### src/hw/rtl/cliq_pkg.sv
// Shared types and constants of the cliquet path payoff block.
// Holds number formats, register indexes, the queued word and the settings bundle.
// No dependencies.
package cliq_pkg;

   localparam int PRICE_W      = 32;  // unsigned Q16.16
   localparam int DISC_W       = 31;  // unsigned Q1.30
   localparam int MONEY_W      = 40;  // signed Q16.24
   localparam int SUM_W        = MONEY_W + 2;
   localparam int RATIO_FRAC   = 24;
   localparam int DISC_FRAC    = 30;
   localparam int DIV_STEPS    = MONEY_W - 1;
   localparam int DIV_PRE_SHIFT = DIV_STEPS - RATIO_FRAC;
   localparam int MUL_SPLIT    = MONEY_W / 2;
   localparam int PROD_W       = MUL_SPLIT + DISC_W;
   localparam int CSR_INDEX_W  = 3;
   localparam int CSR_DATA_W   = 40;

   localparam logic signed [MONEY_W-1:0] MONEY_MAX    = 40'sh7F_FFFF_FFFF;
   localparam logic signed [MONEY_W-1:0] MONEY_MIN    = 40'sh80_0000_0000;
   localparam logic signed [MONEY_W-1:0] STRIKE_RESET = 40'sd16777216;

   localparam logic [CSR_INDEX_W-1:0] CSR_PUT_SELECT     = 3'd0;
   localparam logic [CSR_INDEX_W-1:0] CSR_STRIKE         = 3'd1;
   localparam logic [CSR_INDEX_W-1:0] CSR_LOCAL_CAP      = 3'd2;
   localparam logic [CSR_INDEX_W-1:0] CSR_LOCAL_FLOOR    = 3'd3;
   localparam logic [CSR_INDEX_W-1:0] CSR_GLOBAL_CAP     = 3'd4;
   localparam logic [CSR_INDEX_W-1:0] CSR_GLOBAL_FLOOR   = 3'd5;
   localparam logic [CSR_INDEX_W-1:0] CSR_ACCRUED_COUPON = 3'd6;
   localparam logic [CSR_INDEX_W-1:0] CSR_PRIOR_FIXING   = 3'd7;

   // What the back end has to do with a fixing.
   typedef enum logic [1:0] {
      OP_STORE,     // no previous price: nothing is added
      OP_SATURATE,  // ratio would not fit, or the previous price is zero
      OP_DIVIDE     // ratio is computed by the divider
   } op_type;

   typedef struct packed {
      op_type               op;
      logic [PRICE_W-1:0]   price;
      logic [PRICE_W-1:0]   divisor;
      logic [DISC_W-1:0]    discount;
      logic                 first;
      logic                 last;
   } item_type;

   typedef struct packed {
      logic                        put_select;
      logic signed [MONEY_W-1:0]   strike;
      logic signed [MONEY_W-1:0]   local_cap;
      logic signed [MONEY_W-1:0]   local_floor;
      logic signed [MONEY_W-1:0]   global_cap;
      logic signed [MONEY_W-1:0]   global_floor;
      logic signed [MONEY_W-1:0]   accrued_coupon;
      logic [PRICE_W-1:0]          prior_fixing;
   } cfg_type;

endpackage

### src/hw/rtl/cliq_queue.sv
// Short first-in first-out queue of classified words between front and back end.
// Depends on cliq_pkg.
module cliq_queue #(
   parameter int DEPTH = 2
) (
   input  logic                clock,
   input  logic                reset,
   input  logic                push,
   input  cliq_pkg::item_type  push_item,
   input  logic                pop,
   output cliq_pkg::item_type  pop_item,
   output logic                full,
   output logic                empty
);
   import cliq_pkg::*;

   localparam int PTR_W = (DEPTH > 1) ? $clog2(DEPTH) : 1;
   localparam int CNT_W = $clog2(DEPTH + 1);

   item_type           slot_ff [DEPTH];
   logic [PTR_W-1:0]   wr_ptr_ff, wr_ptr_in;
   logic [PTR_W-1:0]   rd_ptr_ff, rd_ptr_in;
   logic [CNT_W-1:0]   count_ff, count_in;
   logic               do_push, do_pop;

   assign full     = (count_ff == CNT_W'(DEPTH));
   assign empty    = (count_ff == '0);
   assign do_push  = push && !full;
   assign do_pop   = pop && !empty;
   assign pop_item = slot_ff[rd_ptr_ff];

   always_comb begin
      wr_ptr_in = wr_ptr_ff;
      rd_ptr_in = rd_ptr_ff;
      count_in  = count_ff;
      if (do_push) begin
         wr_ptr_in = (wr_ptr_ff == PTR_W'(DEPTH - 1)) ? '0 : wr_ptr_ff + 1'b1;
      end
      if (do_pop) begin
         rd_ptr_in = (rd_ptr_ff == PTR_W'(DEPTH - 1)) ? '0 : rd_ptr_ff + 1'b1;
      end
      if (do_push && !do_pop) begin
         count_in = count_ff + 1'b1;
      end else if (do_pop && !do_push) begin
         count_in = count_ff - 1'b1;
      end
   end

   always_ff @(posedge clock) begin
      if (do_push) begin
         slot_ff[wr_ptr_ff] <= push_item;
      end
      if (reset) begin
         wr_ptr_ff <= '0;
         rd_ptr_ff <= '0;
         count_ff  <= '0;
      end else begin
         wr_ptr_ff <= wr_ptr_in;
         rd_ptr_ff <= rd_ptr_in;
         count_ff  <= count_in;
      end
   end

endmodule

### config.mk
export PLATFORM = sky130hd
export DESIGN_NAME = cliq_queue
export DESIGN_NICKNAME = d
export VERILOG_FILES = /design/src/hw/rtl/cliq_pkg.sv /design/src/hw/rtl/cliq_queue.sv
export SDC_FILE = /design/constraint.sdc
export NUM_CORES = 1
export LEC_CHECK = 0
export ABC_AREA = 1
export ABC_CLOCK_PERIOD_IN_PS = 7800
export BUFFER_PORTS_ARGS = -buffer_cell sky130_fd_sc_hd__buf_2
export CAP_MARGIN = 10
export CORE_ASPECT_RATIO = 1.25
export CORE_UTILIZATION = 35
export CTS_BUF_LIST = sky130_fd_sc_hd__clkbuf_8
export DETAILED_ROUTE_END_ITERATION = 12
export SLEW_MARGIN = 20
export SYNTH_ARGS = -nofsm -noshare
export SYNTH_HDL_FRONTEND = slang
export SYNTH_SLANG_ARGS = --single-unit
### constraint.sdc
create_clock -name clock -period 7.8 [get_ports clock]
set_clock_uncertainty 0.2 [all_clocks]
set_input_delay 1.56 -clock clock [delete_from_list [all_inputs] [get_ports clock]]
set_output_delay 1.56 -clock clock [all_outputs]
set_load 0.02 [all_outputs]
== Word level (Yosys, flattened, before mapping) ==
Memories as Yosys holds them, arrays and structs flattened. A register that Yosys moved wholly into a read port is not among the register bits.
Cells that the tools add are included.

* Bits in registers: 4
* Memory bits (writable): 198
* Input port bits: 103
* Output and inout port bits: 101
* Word-level logic and storage cells: 27
* Memories: 1

* $add $sub $neg: 4
* Eq/ne operators: 1
* Multiplexer cells: 8
* Reductions and logical operators: 10

{| class="wikitable"
|+ Memories
! memory !! words !! width !! rd ports !! clocked after memory_dff !! write ports !! line !! RTL
|-
| slot_ff || 2 || 99 || 1 || 1 || 1 || cliq_queue.sv:20 || <nowiki>item_type slot_ff [DEPTH];</nowiki>
|}

{| class="wikitable"
|+ Operators with widths
! operator !! count
|-
| 1-bit two-way mux || 6
|-
| 1-bit logical AND || 4
|-
| 1-bit logical NOT || 4
|-
| 2-bit two-way mux || 2
|-
| 1-bit adder, second input constant || 2
|-
| 2-bit by 1-bit adder with 2-bit output, second input constant || 1
|-
| 2-bit equality test, second input constant || 1
|-
| 2-bit logical NOT || 1
|-
| 2-bit nonzero test || 1
|-
| 2-bit by 1-bit subtractor with 2-bit output, second input constant || 1
|}

== Logic depth before layout (Yosys ltp) ==
Gate-level depths: netlist (run 1).

* Depth in word-level cells: 7
* Gate-level depth with buffers: 10
* Gate-level depth less buffers: 10

== Worst setup path after synthesis (run 1) ==
No wires, ideal clock.

* Path type: in2reg
* Start point: in push
* End point: mem slot_ff[0][0] (netlist name), enable pin
* Setup time: 0.558 ns
* Arrival time: 5.837 ns
* Data required time: 7.042 ns
* Slack: 1.205 ns
* Stages on the path: 2
* Path buffers: 0
* Cell sequence: o21ai_0 -> nor2_1

* Longest elaborated chain between the ends: 3

{| class="wikitable"
|+ Ends and longest elaborated chain
! item !! line !! RTL
|-
| start: declaration || cliq_queue.sv:8 || <nowiki>input logic push,</nowiki>
|-
| 1-bit logical AND || cliq_queue.sv:28 || <nowiki>assign do_push = push && !full;</nowiki>
|-
| 1-bit two-way mux || cliq_queue.sv:50 || <nowiki>if (do_push) begin</nowiki>
|-
| 1-bit two-way mux (not written as such) || cliq_queue.sv:51 || <nowiki>slot_ff[wr_ptr_ff] <= push_item;</nowiki>
|-
| end: declaration || cliq_queue.sv:20 ||
|}

No other way between the ends.

==> impl_metrics.prom, run 1 <==
# TYPE chip_impl_metric gauge
chip_impl_metric{name="synth-edff-count",unit=""} 198
chip_impl_metric{name="postSynthCellCount",unit=""} 345
chip_impl_metric{name="clkLatencyLatePin",unit="ns"} 0.54
chip_impl_metric{name="cts-hold-fix-buffers",unit=""} 0
chip_impl_info{name="synth.most_common_cell",value="sky130_fd_sc_hd__edfxtp_1"} 1
chip_impl_metric{name="placedCellCount",unit=""} 816
chip_impl_metric{name="number_of_gates_resized_after_cts",unit=""} 0
chip_impl_info{name="synth-main-ff-cell",value="sky130_fd_sc_hd__edfxtp_1"} 1
chip_impl_metric{name="first_pass_grt_wire_length",unit="um"} 21800
chip_impl_metric{name="required_time_of_the_critical_path",unit="ns"} 6.04
chip_impl_info{name="worst_path_max_delay_cell",value="sky130_fd_sc_hd__buf_4"} 1
chip_impl_metric{name="flip_flop_and_latch_count_after_synthesis",unit=""} 203
chip_impl_info{name="worstPathCellList",value="buf_4 -> mux2_2 -> buf_2"} 1
chip_impl_info{name="timing_worst_setup_path_type",value="flop to output pin"} 1
chip_impl_metric{name="synth.yosys.warnings",unit=""} 0
chip_impl_info{name="clk_root_buffer_cell",value="sky130_fd_sc_hd__clkbuf_8"} 1
chip_impl_metric{name="final_hold_vio_count",unit=""} 0
chip_impl_info{name="critPathCaptureType",value="output pin"} 1
chip_impl_info{name="ys_top_cells_by_count",value="198 x sky130_fd_sc_hd__edfxtp_1, 89 x sky130_fd_sc_hd__mux2_2, 10 x sky130_fd_sc_hd__mux2_4"} 1
chip_impl_metric{name="first_global_vias",unit=""} 4378
chip_impl_metric{name="crit_buf_inv",unit=""} 2
chip_impl_metric{name="leakagePower",unit="nW"} 3.56
chip_impl_metric{name="cts_post_setup_buffers_inserted",unit=""} 0
chip_impl_metric{name="hpwl",unit="um"} 9290
chip_impl_info{name="hp-class",value="flop to flop"} 1
chip_impl_metric{name="final_period_minus_worst_setup_slack",unit="ns"} 4.45
chip_impl_metric{name="critical_path.max_stage_delay",unit="ns"} 0.78
chip_impl_metric{name="rr_worst_depth",unit=""} 9
chip_impl_metric{name="antenna_found_initial",unit=""} 1
chip_impl_metric{name="ant_nets",unit=""} 0
chip_impl_metric{name="detail_route.iter0.violations",unit=""} 183
chip_impl_metric{name="syn_avg_cell_area",unit="sq um"} 21.5
chip_impl_metric{name="drt_pass1_iterations",unit=""} 4
chip_impl_metric{name="top_level_ports",unit=""} 204
chip_impl_metric{name="number_of_cells_on_the_critical_path",unit=""} 3
chip_impl_info{name="crit_path_start_kind",value="flop"} 1
chip_impl_metric{name="post_synth_instance_area",unit="sq um"} 7410
chip_impl_info{name="largest_area_contributor_in_the_synthesized_netlist",value="sky130_fd_sc_hd__edfxtp_1"} 1
chip_impl_metric{name="nNetsFinal",unit=""} 679
chip_impl_metric{name="final_max_slew_viol_count",unit=""} 0
chip_impl_metric{name="post-route-drc-count",unit=""} 0
chip_impl_metric{name="power.density",unit="nW/um^2"} 326
chip_impl_metric{name="grt.total_usage",unit="%"} 12.9
chip_impl_metric{name="hold-worst-slack",unit="ns"} 0.351
chip_impl_metric{name="irDropWorstVdd",unit="mV"} 0.223
chip_impl_metric{name="finalNonFillerCells",unit=""} 875
chip_impl_info{name="critical-path-top-delay-family",value="buffers and inverters"} 1
chip_impl_metric{name="core-area",unit="sq um"} 20800
chip_impl_metric{name="route.final.wire_length",unit="um"} 14300
chip_impl_metric{name="drv_cap",unit=""} 0
chip_impl_info{name="synth.top_cells.by_area",value="sky130_fd_sc_hd__edfxtp_1 80%, sky130_fd_sc_hd__mux2_2 14%, sky130_fd_sc_hd__mux2_4 2.0%"} 1
chip_impl_metric{name="wl_per_cell",unit="um"} 16.4
chip_impl_info{name="run_status",value="completed"} 1
chip_impl_metric{name="core.rowCount",unit=""} 59
chip_impl_metric{name="synth_top_cell_area_share",unit="%"} 80.2
chip_impl_metric{name="async_flop_share",unit="%"} 0
chip_impl_metric{name="cts_buffers",unit=""} 31
chip_impl_metric{name="grt_start_max_net_pins",unit=""} 62
chip_impl_metric{name="die_height",unit="um"} 165
chip_impl_metric{name="worst_hold_path.num_cells",unit=""} 2
chip_impl_metric{name="setup_tns",unit="ns"} 0
chip_impl_metric{name="synth.yosys.seq_area_share",unit="%"} 81.5
chip_impl_metric{name="clock_path_buffers",unit=""} 3
chip_impl_metric{name="io_buffer_count",unit=""} 203
chip_impl_metric{name="clkSlewWorstSetupHoldPaths",unit="ns"} 0.06
chip_impl_metric{name="htreeDepth",unit=""} 1
chip_impl_metric{name="fp.dieArea",unit="sq um"} 21800
chip_impl_metric{name="worstPathMaxFanout",unit=""} 61
chip_impl_metric{name="via_per_inst",unit=""} 4.52
chip_impl_metric{name="cts_sinks",unit=""} 203
chip_impl_metric{name="worstPathArrival",unit="ns"} 2.69
chip_impl_metric{name="synthDistinctLibCells",unit=""} 15
chip_impl_metric{name="layout_worst_path_cycle_share",unit="%"} 57.1
chip_impl_metric{name="timing_worst_slew_pin_value",unit="ns"} 0.910
chip_impl_metric{name="synth_nets",unit=""} 449
chip_impl_metric{name="share_of_final_layout_standard_cells_stronger_than_drive_strength_1",unit="%"} 58.3
chip_impl_metric{name="chipWidth",unit="um"} 132
chip_impl_metric{name="timing.max_slew.rel_slack",unit="%"} 39.3
chip_impl_metric{name="area_delta_synth_final",unit="%"} 26.7
chip_impl_metric{name="globalRouteOverflowTotal",unit=""} 0
chip_impl_metric{name="starting_density_of_the_core",unit="%"} 35.6
chip_impl_metric{name="route.vias.total",unit=""} 3959
chip_impl_info{name="tritoncts",value="yes"} 1
chip_impl_metric{name="report.final.setup_viol",unit=""} 0
chip_impl_metric{name="globalplace.congestion",unit=""} 0.703
chip_impl_metric{name="max_freq",unit="MHz"} 225
chip_impl_info{name="grt_setup_unrepaired",value="no"} 1
==> flip-flops by register name (all words and copies together) (netlist names), named ones only <==
| signal | count |
|---|---|
| slot_ff | 198 |
| count_ff | 2 |
| rd_ptr_ff | 1 |
| wr_ptr_ff | 1 |
==> logic make-up after synthesis <==
group	after synthesis	share of synthesized area (%)
muxes	99	15.5
and+or+nand+nor	16	0.894
adders and majority gates	1	0.169
AOI/OAI and AO/OA	6	0.405
DFF	203	81.5
buffers and inverters	20	1.45
==> layout by cell type (no fill, tap or decap), types with 2 or more instances in the layout <==
master	instances
sky130_fd_sc_hd__bufinv_16	3
sky130_fd_sc_hd__dfxtp_1	4
sky130_fd_sc_hd__inv_1	22
sky130_fd_sc_hd__clkinvlp_4	2
sky130_fd_sc_hd__edfxtp_1	198
sky130_fd_sc_hd__buf_2	203
sky130_fd_sc_hd__mux2_4	10
sky130_fd_sc_hd__nor2_1	7
sky130_fd_sc_hd__nand2_1	4
sky130_fd_sc_hd__clkinv_2	2
sky130_fd_sc_hd__o21ai_0	5
sky130_fd_sc_hd__mux2_2	89
sky130_fd_sc_hd__clkbuf_8	33
sky130_fd_sc_hd__buf_4	5
sky130_fd_sc_hd__nor2_4	2
sky130_fd_sc_hd__clkinv_1	5
==> per-layer routing <==
| layer | global-route usage, % | share of wire [%] | vias to the layer above |
|---|---|---|---|
| met1 | 12.9 | 35 | 1953 |
| met2 | 24.6 | 55 | 152 |
| li1 | - | - | 1823 |
| met3 | 4.17 | 7.9 | 31 |
| met5 | 0 | 0 | - |
| met4 | 4.81 | 2.4 | 0 |
==> power breakdown <==
| group | internal (W) | switching (W) |
|---|---|---|
| combinational | 0.000295 | 0.000458 |
| clock | 0.000489 | 0.000384 |
| sequential | 0.00138 | 0.0000582 |
==> path summary, 6_finish.rpt <==
| path | from | endpoint | slack (ns) |
|---|---|---|---|
| worst max-delay path | flop | pop_item[27] | 3.35 |
| worst min-delay path | wr_ptr_ff | wr_ptr_ff | 0.35 |
| worst max register to register | count_ff[1] | count_ff[1] | 5.47 |
| worst min register to register | wr_ptr_ff | wr_ptr_ff | 0.35 |
==> layout make-up <==
class                           instances  area (sq um)
Clock inverter                         25           183
Sequential cell                       203          6050
Fill cell                            1881         11400
Multi-Input combinational cell        122          1280
Tap cell                              274           343
Clock buffer                           33           454
Antenna cell                            1          2.50
Timing Repair Buffer                  208          1050
Inverter                                9          33.8
==> per-stage QoR <==
step / utilization [%] / worst slack, ns / power, W / cell area, sq um
2_1_floorplan: - / 1.21 / 0.00199 / 7410
3_3_place_gp: 42.1 / 3.90 / 0.00221 / 8760
3_5_place_dp: 42.1 / 3.86 / 0.00223 / 8760
4_1_cts: 45.1 / 3.25 / 0.00312 / 9390
5_1_grt: 45.1 / 3.15 / 0.00321 / 9390
6_report: 45.1 / 3.35 / 0.00307 / 9400
==> worst register-to-register path, cell delays in order, from the launching register on <==
cell	delay, ns
sky130_fd_sc_hd__dfxtp_1	0.38
sky130_fd_sc_hd__inv_1	0.10
sky130_fd_sc_hd__o21ai_0	0.69
sky130_fd_sc_hd__inv_1	0.16
sky130_fd_sc_hd__ha_1	0.37
sky130_fd_sc_hd__inv_1	0.09
sky130_fd_sc_hd__nand3_1	0.10
sky130_fd_sc_hd__nand2_1	0.08
sky130_fd_sc_hd__inv_1	0.04
sky130_fd_sc_hd__nor2_1	0.08
(Power assumes the default switching activity.)
==> run 2, diff against run 1 <==
- ABC_CLOCK_PERIOD_IN_PS: 7800 -> 4100
- clock period: 7.8 -> 4.1 ns (I/O delays scaled with it)
==> impl_metrics.prom, run 2 (synthesis results as in run 1) <==
# TYPE chip_impl_metric gauge
chip_impl_metric{name="route.final.wire_length",unit="um"} 13900
chip_impl_metric{name="antenna_found_initial",unit=""} 1
chip_impl_info{name="regMostFlops",value="slot_ff"} 1
chip_impl_metric{name="globalplace.congestion",unit=""} 0.677
chip_impl_metric{name="share_of_final_layout_standard_cells_stronger_than_drive_strength_1",unit="%"} 58.5
chip_impl_metric{name="layout_worst_path_cycle_share",unit="%"} 75.0
chip_impl_metric{name="via_per_inst",unit=""} 4.44
chip_impl_info{name="worst_path_max_delay_cell",value="sky130_fd_sc_hd__buf_4"} 1
chip_impl_metric{name="starting_density_of_the_core",unit="%"} 35.6
chip_impl_metric{name="irDropWorstVdd",unit="mV"} 0.287
chip_impl_metric{name="grt.total_usage",unit="%"} 12.4
chip_impl_metric{name="nNetsFinal",unit=""} 680
chip_impl_info{name="holdCritStartpoint",value="push_item[55]"} 1
chip_impl_metric{name="clkSlewWorstSetupHoldPaths",unit="ns"} 0.06
chip_impl_metric{name="wl_per_cell",unit="um"} 16.0
chip_impl_metric{name="hold-worst-slack",unit="ns"} 0.260
chip_impl_metric{name="timing.max_slew.rel_slack",unit="%"} 39.2
chip_impl_metric{name="final_hold_vio_count",unit=""} 0
chip_impl_metric{name="num_antenna_cells",unit=""} 0
chip_impl_metric{name="post-route-drc-count",unit=""} 0
chip_impl_metric{name="power.density",unit="nW/um^2"} 600
chip_impl_metric{name="grt_start_max_net_pins",unit=""} 55
chip_impl_metric{name="worstPathArrival",unit="ns"} 2.05
chip_impl_info{name="most-common-layout-cells",value="203 x sky130_fd_sc_hd__buf_2, 198 x sky130_fd_sc_hd__edfxtp_1, 89 x sky130_fd_sc_hd__mux2_2"} 1
chip_impl_metric{name="worstPathMaxFanout",unit=""} 37
chip_impl_metric{name="report.final.setup_viol",unit=""} 0
chip_impl_metric{name="critical_path.max_stage_delay",unit="ns"} 0.46
chip_impl_metric{name="cts_sinks",unit=""} 203
chip_impl_metric{name="die_height",unit="um"} 165
chip_impl_metric{name="clkLatencyLatePin",unit="ns"} 0.54
chip_impl_info{name="worstPathCellList",value="buf_4 -> mux2_2 -> buf_2"} 1
chip_impl_metric{name="clock_path_buffers",unit=""} 3
chip_impl_metric{name="grtUsageMet3",unit="%"} 3.16
chip_impl_metric{name="placedCellCount",unit=""} 817
chip_impl_metric{name="drv_cap",unit=""} 0
chip_impl_metric{name="drt_pass1_iterations",unit=""} 4
chip_impl_metric{name="htreeDepth",unit=""} 1
chip_impl_metric{name="final_max_slew_viol_count",unit=""} 0
chip_impl_metric{name="first_global_vias",unit=""} 4013
chip_impl_metric{name="chipWidth",unit="um"} 132
chip_impl_info{name="reg2reg_from",value="count_ff[1]"} 1
chip_impl_info{name="critPathCaptureType",value="output pin"} 1
chip_impl_metric{name="number_of_gates_resized_after_cts",unit=""} 0
chip_impl_metric{name="ant_nets",unit=""} 0
chip_impl_metric{name="io_buffer_count",unit=""} 203
chip_impl_metric{name="core-area",unit="sq um"} 20800
chip_impl_metric{name="cts_post_setup_buffers_inserted",unit=""} 0
chip_impl_metric{name="grt_util_met1",unit="%"} 14.0
chip_impl_metric{name="timing_worst_slew_pin_value",unit="ns"} 0.903
chip_impl_metric{name="layout.core_utilization",unit="%"} 44.9
chip_impl_metric{name="detail_route.iter0.violations",unit=""} 191
chip_impl_metric{name="first_pass_grt_wire_length",unit="um"} 20900
chip_impl_info{name="clk_root_buffer_cell",value="sky130_fd_sc_hd__clkbuf_8"} 1
chip_impl_metric{name="final_area",unit="sq um"} 9350
chip_impl_info{name="grt_setup_unrepaired",value="no"} 1
chip_impl_metric{name="top_level_ports",unit=""} 204
chip_impl_metric{name="worst_slack",unit="ns"} 1.03
chip_impl_metric{name="final_period_minus_worst_setup_slack",unit="ns"} 3.07
chip_impl_metric{name="finalNonFillerCells",unit=""} 871
chip_impl_metric{name="area_delta_synth_final",unit="%"} 26.1
chip_impl_metric{name="placement.setup.worst_slack",unit="ns"} 1.36
chip_impl_info{name="timing_worst_setup_path_type",value="flop to output pin"} 1
chip_impl_metric{name="fp.dieArea",unit="sq um"} 21800
chip_impl_metric{name="largest_reg_flops",unit=""} 198
chip_impl_metric{name="route.vias.total",unit=""} 3867
chip_impl_metric{name="required_time_of_the_critical_path",unit="ns"} 3.08
chip_impl_info{name="crit_path_start_kind",value="flop"} 1
chip_impl_metric{name="max_freq",unit="MHz"} 325
chip_impl_metric{name="place_area",unit="sq um"} 8830
chip_impl_info{name="tritoncts",value="yes"} 1
chip_impl_info{name="grt_busiest_layer",value="met2"} 1
chip_impl_info{name="hp-class",value="primary input to flop"} 1
chip_impl_metric{name="leakagePower",unit="nW"} 3.51
chip_impl_metric{name="gr_util_met2",unit="%"} 22.1
chip_impl_info{name="top_regs",value="slot_ff x198, count_ff x2"} 1
chip_impl_metric{name="globalRouteOverflowTotal",unit=""} 0
chip_impl_metric{name="cts_buffers",unit=""} 31
chip_impl_info{name="run_status",value="completed"} 1
chip_impl_info{name="critical-path-top-delay-family",value="buffers and inverters"} 1
chip_impl_metric{name="core.rowCount",unit=""} 59
chip_impl_info{name="most_frequent_standard_cell_in_the_layout_excluding_fill_and_tap_cells",value="sky130_fd_sc_hd__buf_2"} 1
chip_impl_metric{name="cts-hold-fix-buffers",unit=""} 0
chip_impl_metric{name="crit_buf_inv",unit=""} 2
chip_impl_metric{name="hpwl",unit="um"} 9100
==> run 2: changes by cell type in the layout (fill, tap and decap cells not counted), sizes merged <==
cell / before / now
bufinv: 3 / 0
buf: 208 / 209
clkbuf: 33 / 31
clkinv: 7 / 16
inv: 22 / 15
clkinvlp: 2 / 1
diode: 1 / 0
==> run 2: report_power, final <==
part,internal (W),switching [W]
sequential,0.00262,0.0000764
combinational,0.000591,0.000903
clock,0.000701,0.000719
==> run 2: area by class of cell <==
class | count | area, sq um
Fill cell | 1882 | 11500
Sequential cell | 203 | 6050
Tap cell | 274 | 343
Clock buffer | 31 | 427
Multi-Input combinational cell | 122 | 1280
Clock inverter | 23 | 97.6
Timing Repair Buffer | 209 | 1120
Inverter | 9 | 33.8
==> run 2: worst register-to-register path: stages, from the launching register on <==
cell,delay [ns]
sky130_fd_sc_hd__dfxtp_1,0.38
sky130_fd_sc_hd__inv_1,0.08
sky130_fd_sc_hd__o21ai_0,0.71
sky130_fd_sc_hd__inv_1,0.19
sky130_fd_sc_hd__ha_1,0.38
sky130_fd_sc_hd__inv_1,0.08
sky130_fd_sc_hd__nand3_1,0.09
sky130_fd_sc_hd__nand2_1,0.06
sky130_fd_sc_hd__inv_1,0.03
sky130_fd_sc_hd__nor2_1,0.09
==> run 2: metal layers <==
metal  wire, um  up-vias
met1       5390     1890
li1           -     1812
met4        322        2
met2       7300      129
met5         12        -
met3        876       34
==> run 2: metrics by stage <==
| step | setup TNS [ns] | power, W |
|---|---|---|
| 2_1_floorplan | -25.26 | 0.00377 |
| 3_3_place_gp | 0 | 0.00423 |
| 3_5_place_dp | 0 | 0.00426 |
| 4_1_cts | 0 | 0.00571 |
| 5_1_grt | 0 | 0.00591 |
| 6_report | 0 | 0.00561 |
==> run 2: worst paths after layout <==
check,slack [ns],cells past startpoint,endpoint
worst max-delay path,1.03,3,pop_item[78]
worst min-delay path,0.26,1,slot_ff[0][55]
worst max register to register,1.74,9,count_ff[1]
worst min register to register,0.34,2,wr_ptr_ff
==> run 3, diff against run 2 <==
- ABC_CLOCK_PERIOD_IN_PS: 4100 -> 2600
- clock period: 4.1 -> 2.6 ns (I/O delays scaled with it)
==> impl_metrics.prom, run 3 (synthesis results as in run 1) <==
# TYPE chip_impl_metric gauge
chip_impl_info{name="most-common-layout-cells",value="203 x sky130_fd_sc_hd__buf_2, 198 x sky130_fd_sc_hd__edfxtp_1, 99 x sky130_fd_sc_hd__dlygate4sd3_1"} 1
chip_impl_metric{name="detail_route.iter0.violations",unit=""} 156
chip_impl_metric{name="drt_pass1_iterations",unit=""} 6
chip_impl_metric{name="area_delta_synth_final",unit="%"} 39.5
chip_impl_metric{name="htreeDepth",unit=""} 1
chip_impl_metric{name="layout.core_utilization",unit="%"} 49.7
chip_impl_metric{name="r2r_slack",unit="ns"} 0.77
chip_impl_metric{name="core-area",unit="sq um"} 20800
chip_impl_metric{name="route.vias.total",unit=""} 4232
chip_impl_info{name="critPathCaptureType",value="output pin"} 1
chip_impl_metric{name="wl_per_cell",unit="um"} 15.4
chip_impl_info{name="tritoncts",value="yes"} 1
chip_impl_metric{name="timing_worst_slew_pin_value",unit="ns"} 0.623
chip_impl_metric{name="globalRouteOverflowTotal",unit=""} 0
chip_impl_info{name="holdCritStartpoint",value="reset"} 1
chip_impl_metric{name="hpwl",unit="um"} 8970
chip_impl_metric{name="cts_buffers",unit=""} 30
chip_impl_info{name="timing_worst_setup_path_type",value="flop to output pin"} 1
chip_impl_metric{name="io_buffer_count",unit=""} 203
chip_impl_metric{name="final_hold_vio_count",unit=""} 0
chip_impl_metric{name="ant_nets",unit=""} 0
chip_impl_metric{name="grt.total_usage",unit="%"} 13.5
chip_impl_metric{name="first_global_vias",unit=""} 4631
chip_impl_metric{name="top_level_ports",unit=""} 204
chip_impl_metric{name="clock_path_buffers",unit=""} 3
chip_impl_metric{name="globalplace.congestion",unit=""} 0.705
chip_impl_metric{name="final_max_slew_viol_count",unit=""} 0
chip_impl_metric{name="power.density",unit="nW/um^2"} 875
chip_impl_metric{name="route.final.wire_length",unit="um"} 14900
chip_impl_metric{name="drv_cap",unit=""} 0
chip_impl_info{name="grt_setup_unrepaired",value="no"} 1
chip_impl_metric{name="layout_worst_path_cycle_share",unit="%"} 95.0
chip_impl_metric{name="cts_sinks",unit=""} 203
chip_impl_metric{name="clkSlewWorstSetupHoldPaths",unit="ns"} 0.06
chip_impl_metric{name="report.final.setup_viol",unit=""} 0
chip_impl_metric{name="worst_hold_path.num_cells",unit=""} 4
chip_impl_metric{name="post-route-drc-count",unit=""} 0
chip_impl_info{name="run_status",value="completed"} 1
chip_impl_info{name="worst_r2r_endpoint",value="slot_ff[1][84]"} 1
chip_impl_info{name="hp-class",value="primary input to flop"} 1
chip_impl_metric{name="required_time_of_the_critical_path",unit="ns"} 1.88
chip_impl_info{name="most_frequent_standard_cell_in_the_layout_excluding_fill_and_tap_cells",value="sky130_fd_sc_hd__buf_2"} 1
chip_impl_metric{name="core.rowCount",unit=""} 59
chip_impl_metric{name="worstPathMaxFanout",unit=""} 41
chip_impl_metric{name="grt_start_max_net_pins",unit=""} 100
chip_impl_metric{name="clkLatencyLatePin",unit="ns"} 0.53
chip_impl_info{name="top_regs",value="slot_ff x198, count_ff x2"} 1
chip_impl_metric{name="largest_reg_flops",unit=""} 198
chip_impl_metric{name="timing.max_slew.rel_slack",unit="%"} 58.5
chip_impl_metric{name="wl_met3",unit="um"} 887
chip_impl_metric{name="via_per_inst",unit=""} 4.36
chip_impl_metric{name="max_freq",unit="MHz"} 405
chip_impl_metric{name="irDropWorstVdd",unit="mV"} 0.564
chip_impl_metric{name="final_period_minus_worst_setup_slack",unit="ns"} 2.47
chip_impl_metric{name="antenna_found_initial",unit=""} 1
chip_impl_metric{name="share_of_final_layout_standard_cells_stronger_than_drive_strength_1",unit="%"} 49.4
chip_impl_info{name="reg2reg_from",value="count_ff[0]"} 1
chip_impl_info{name="crit_path_start_kind",value="flop"} 1
chip_impl_metric{name="chipWidth",unit="um"} 132
chip_impl_metric{name="worstPathArrival",unit="ns"} 1.75
chip_impl_metric{name="wl_met1",unit="um"} 5580
chip_impl_metric{name="met2RoutedLength",unit="um"} 8060
chip_impl_metric{name="nNetsFinal",unit=""} 777
chip_impl_metric{name="first_pass_grt_wire_length",unit="um"} 22900
chip_impl_metric{name="fp.dieArea",unit="sq um"} 21800
chip_impl_metric{name="die_height",unit="um"} 165
chip_impl_info{name="min_delay_endpoint",value="count_ff[1]"} 1
chip_impl_info{name="top_routing_layer_in_use",value="met4"} 1
chip_impl_info{name="regMostFlops",value="slot_ff"} 1
chip_impl_metric{name="p_total",unit="W"} 0.00905
chip_impl_metric{name="starting_density_of_the_core",unit="%"} 35.6
chip_impl_info{name="clk_root_buffer_cell",value="sky130_fd_sc_hd__clkbuf_8"} 1
chip_impl_metric{name="leakagePower",unit="nW"} 3.93
chip_impl_metric{name="rr_worst_depth",unit=""} 3
[run 3: power by group]
| part | internal, W | total, W | switching (W) |
|---|---|---|---|
| registers | 0.00414 | 0.00426 | 0.000122 |
| clock network | 0.00119 | 0.00231 | 0.00112 |
| logic | 0.00102 | 0.00247 | 0.00145 |
| total | 0.00635 | 0.00905 | 0.00270 |
[run 3: worst max path at each step]
stage | end | slack (ns)
finish | pop_item[81] | 0.13
global route | pop_item[81] | 0.02
CTS | pop_item[53] | 0.05
detailed placement | pop_item[61] | 0.59
global placement | pop_item[27] | 0.61
floorplan | slot_ff[0][0] | -0.09
[run 3: through the flow]
| step | setup WS (ns) | cells | hold WS [ns] | cell area [sq um] | TNS [ns] |
|---|---|---|---|---|---|
| final | 0.130 | 970 | 0.0902 | 10300 | 0 |
| after global routing | 0.0222 | 970 | 0.0698 | 10300 | 0 |
| after CTS | 0.0535 | 969 | 0.0281 | 10300 | 0 |
| after detailed placement | 0.594 | 816 | 0.334 | 8800 | 0 |
| after global placement | 0.609 | 816 | 0.323 | 8800 | 0 |
| after floorplan | -0.0925 | 345 | 0.311 | 7440 | -16.27 |
[run 3: area by class of cell]
cell class / count / area, sq um
timing repair buffer: 307 / 2090
multi-input combinational: 122 / 1290
tap: 274 / 343
sequential: 203 / 6050
clock buffer: 31 / 427
clock inverter: 23 / 113
fill: 1777 / 10500
inverter: 9 / 33.8
antenna: 1 / 2.50
[run 3: layer usage]
layer | up-vias | track usage, %
met2 | 143 | 26.0
met5 | - | 0
met3 | 33 | 3.16
li1 | 2016 | -
met4 | 0 | 5.43
met1 | 2040 | 14.0
[run 3: what timing repair did]
action                                  in CTS  in global routing
gates resized for setup                      2                  0
hold endpoints to repair                   198                  0
endpoints found under the setup margin      34                  0
hold buffers                                99                  0
buffers inserted                             0                  0
[run 3: worst max-delay path: stages, from the launching register on]
cell and delay (ns):
sky130_fd_sc_hd__dfxtp_4 0.37, sky130_fd_sc_hd__buf_12 0.26, sky130_fd_sc_hd__mux2_2 0.40, sky130_fd_sc_hd__buf_2 0.17
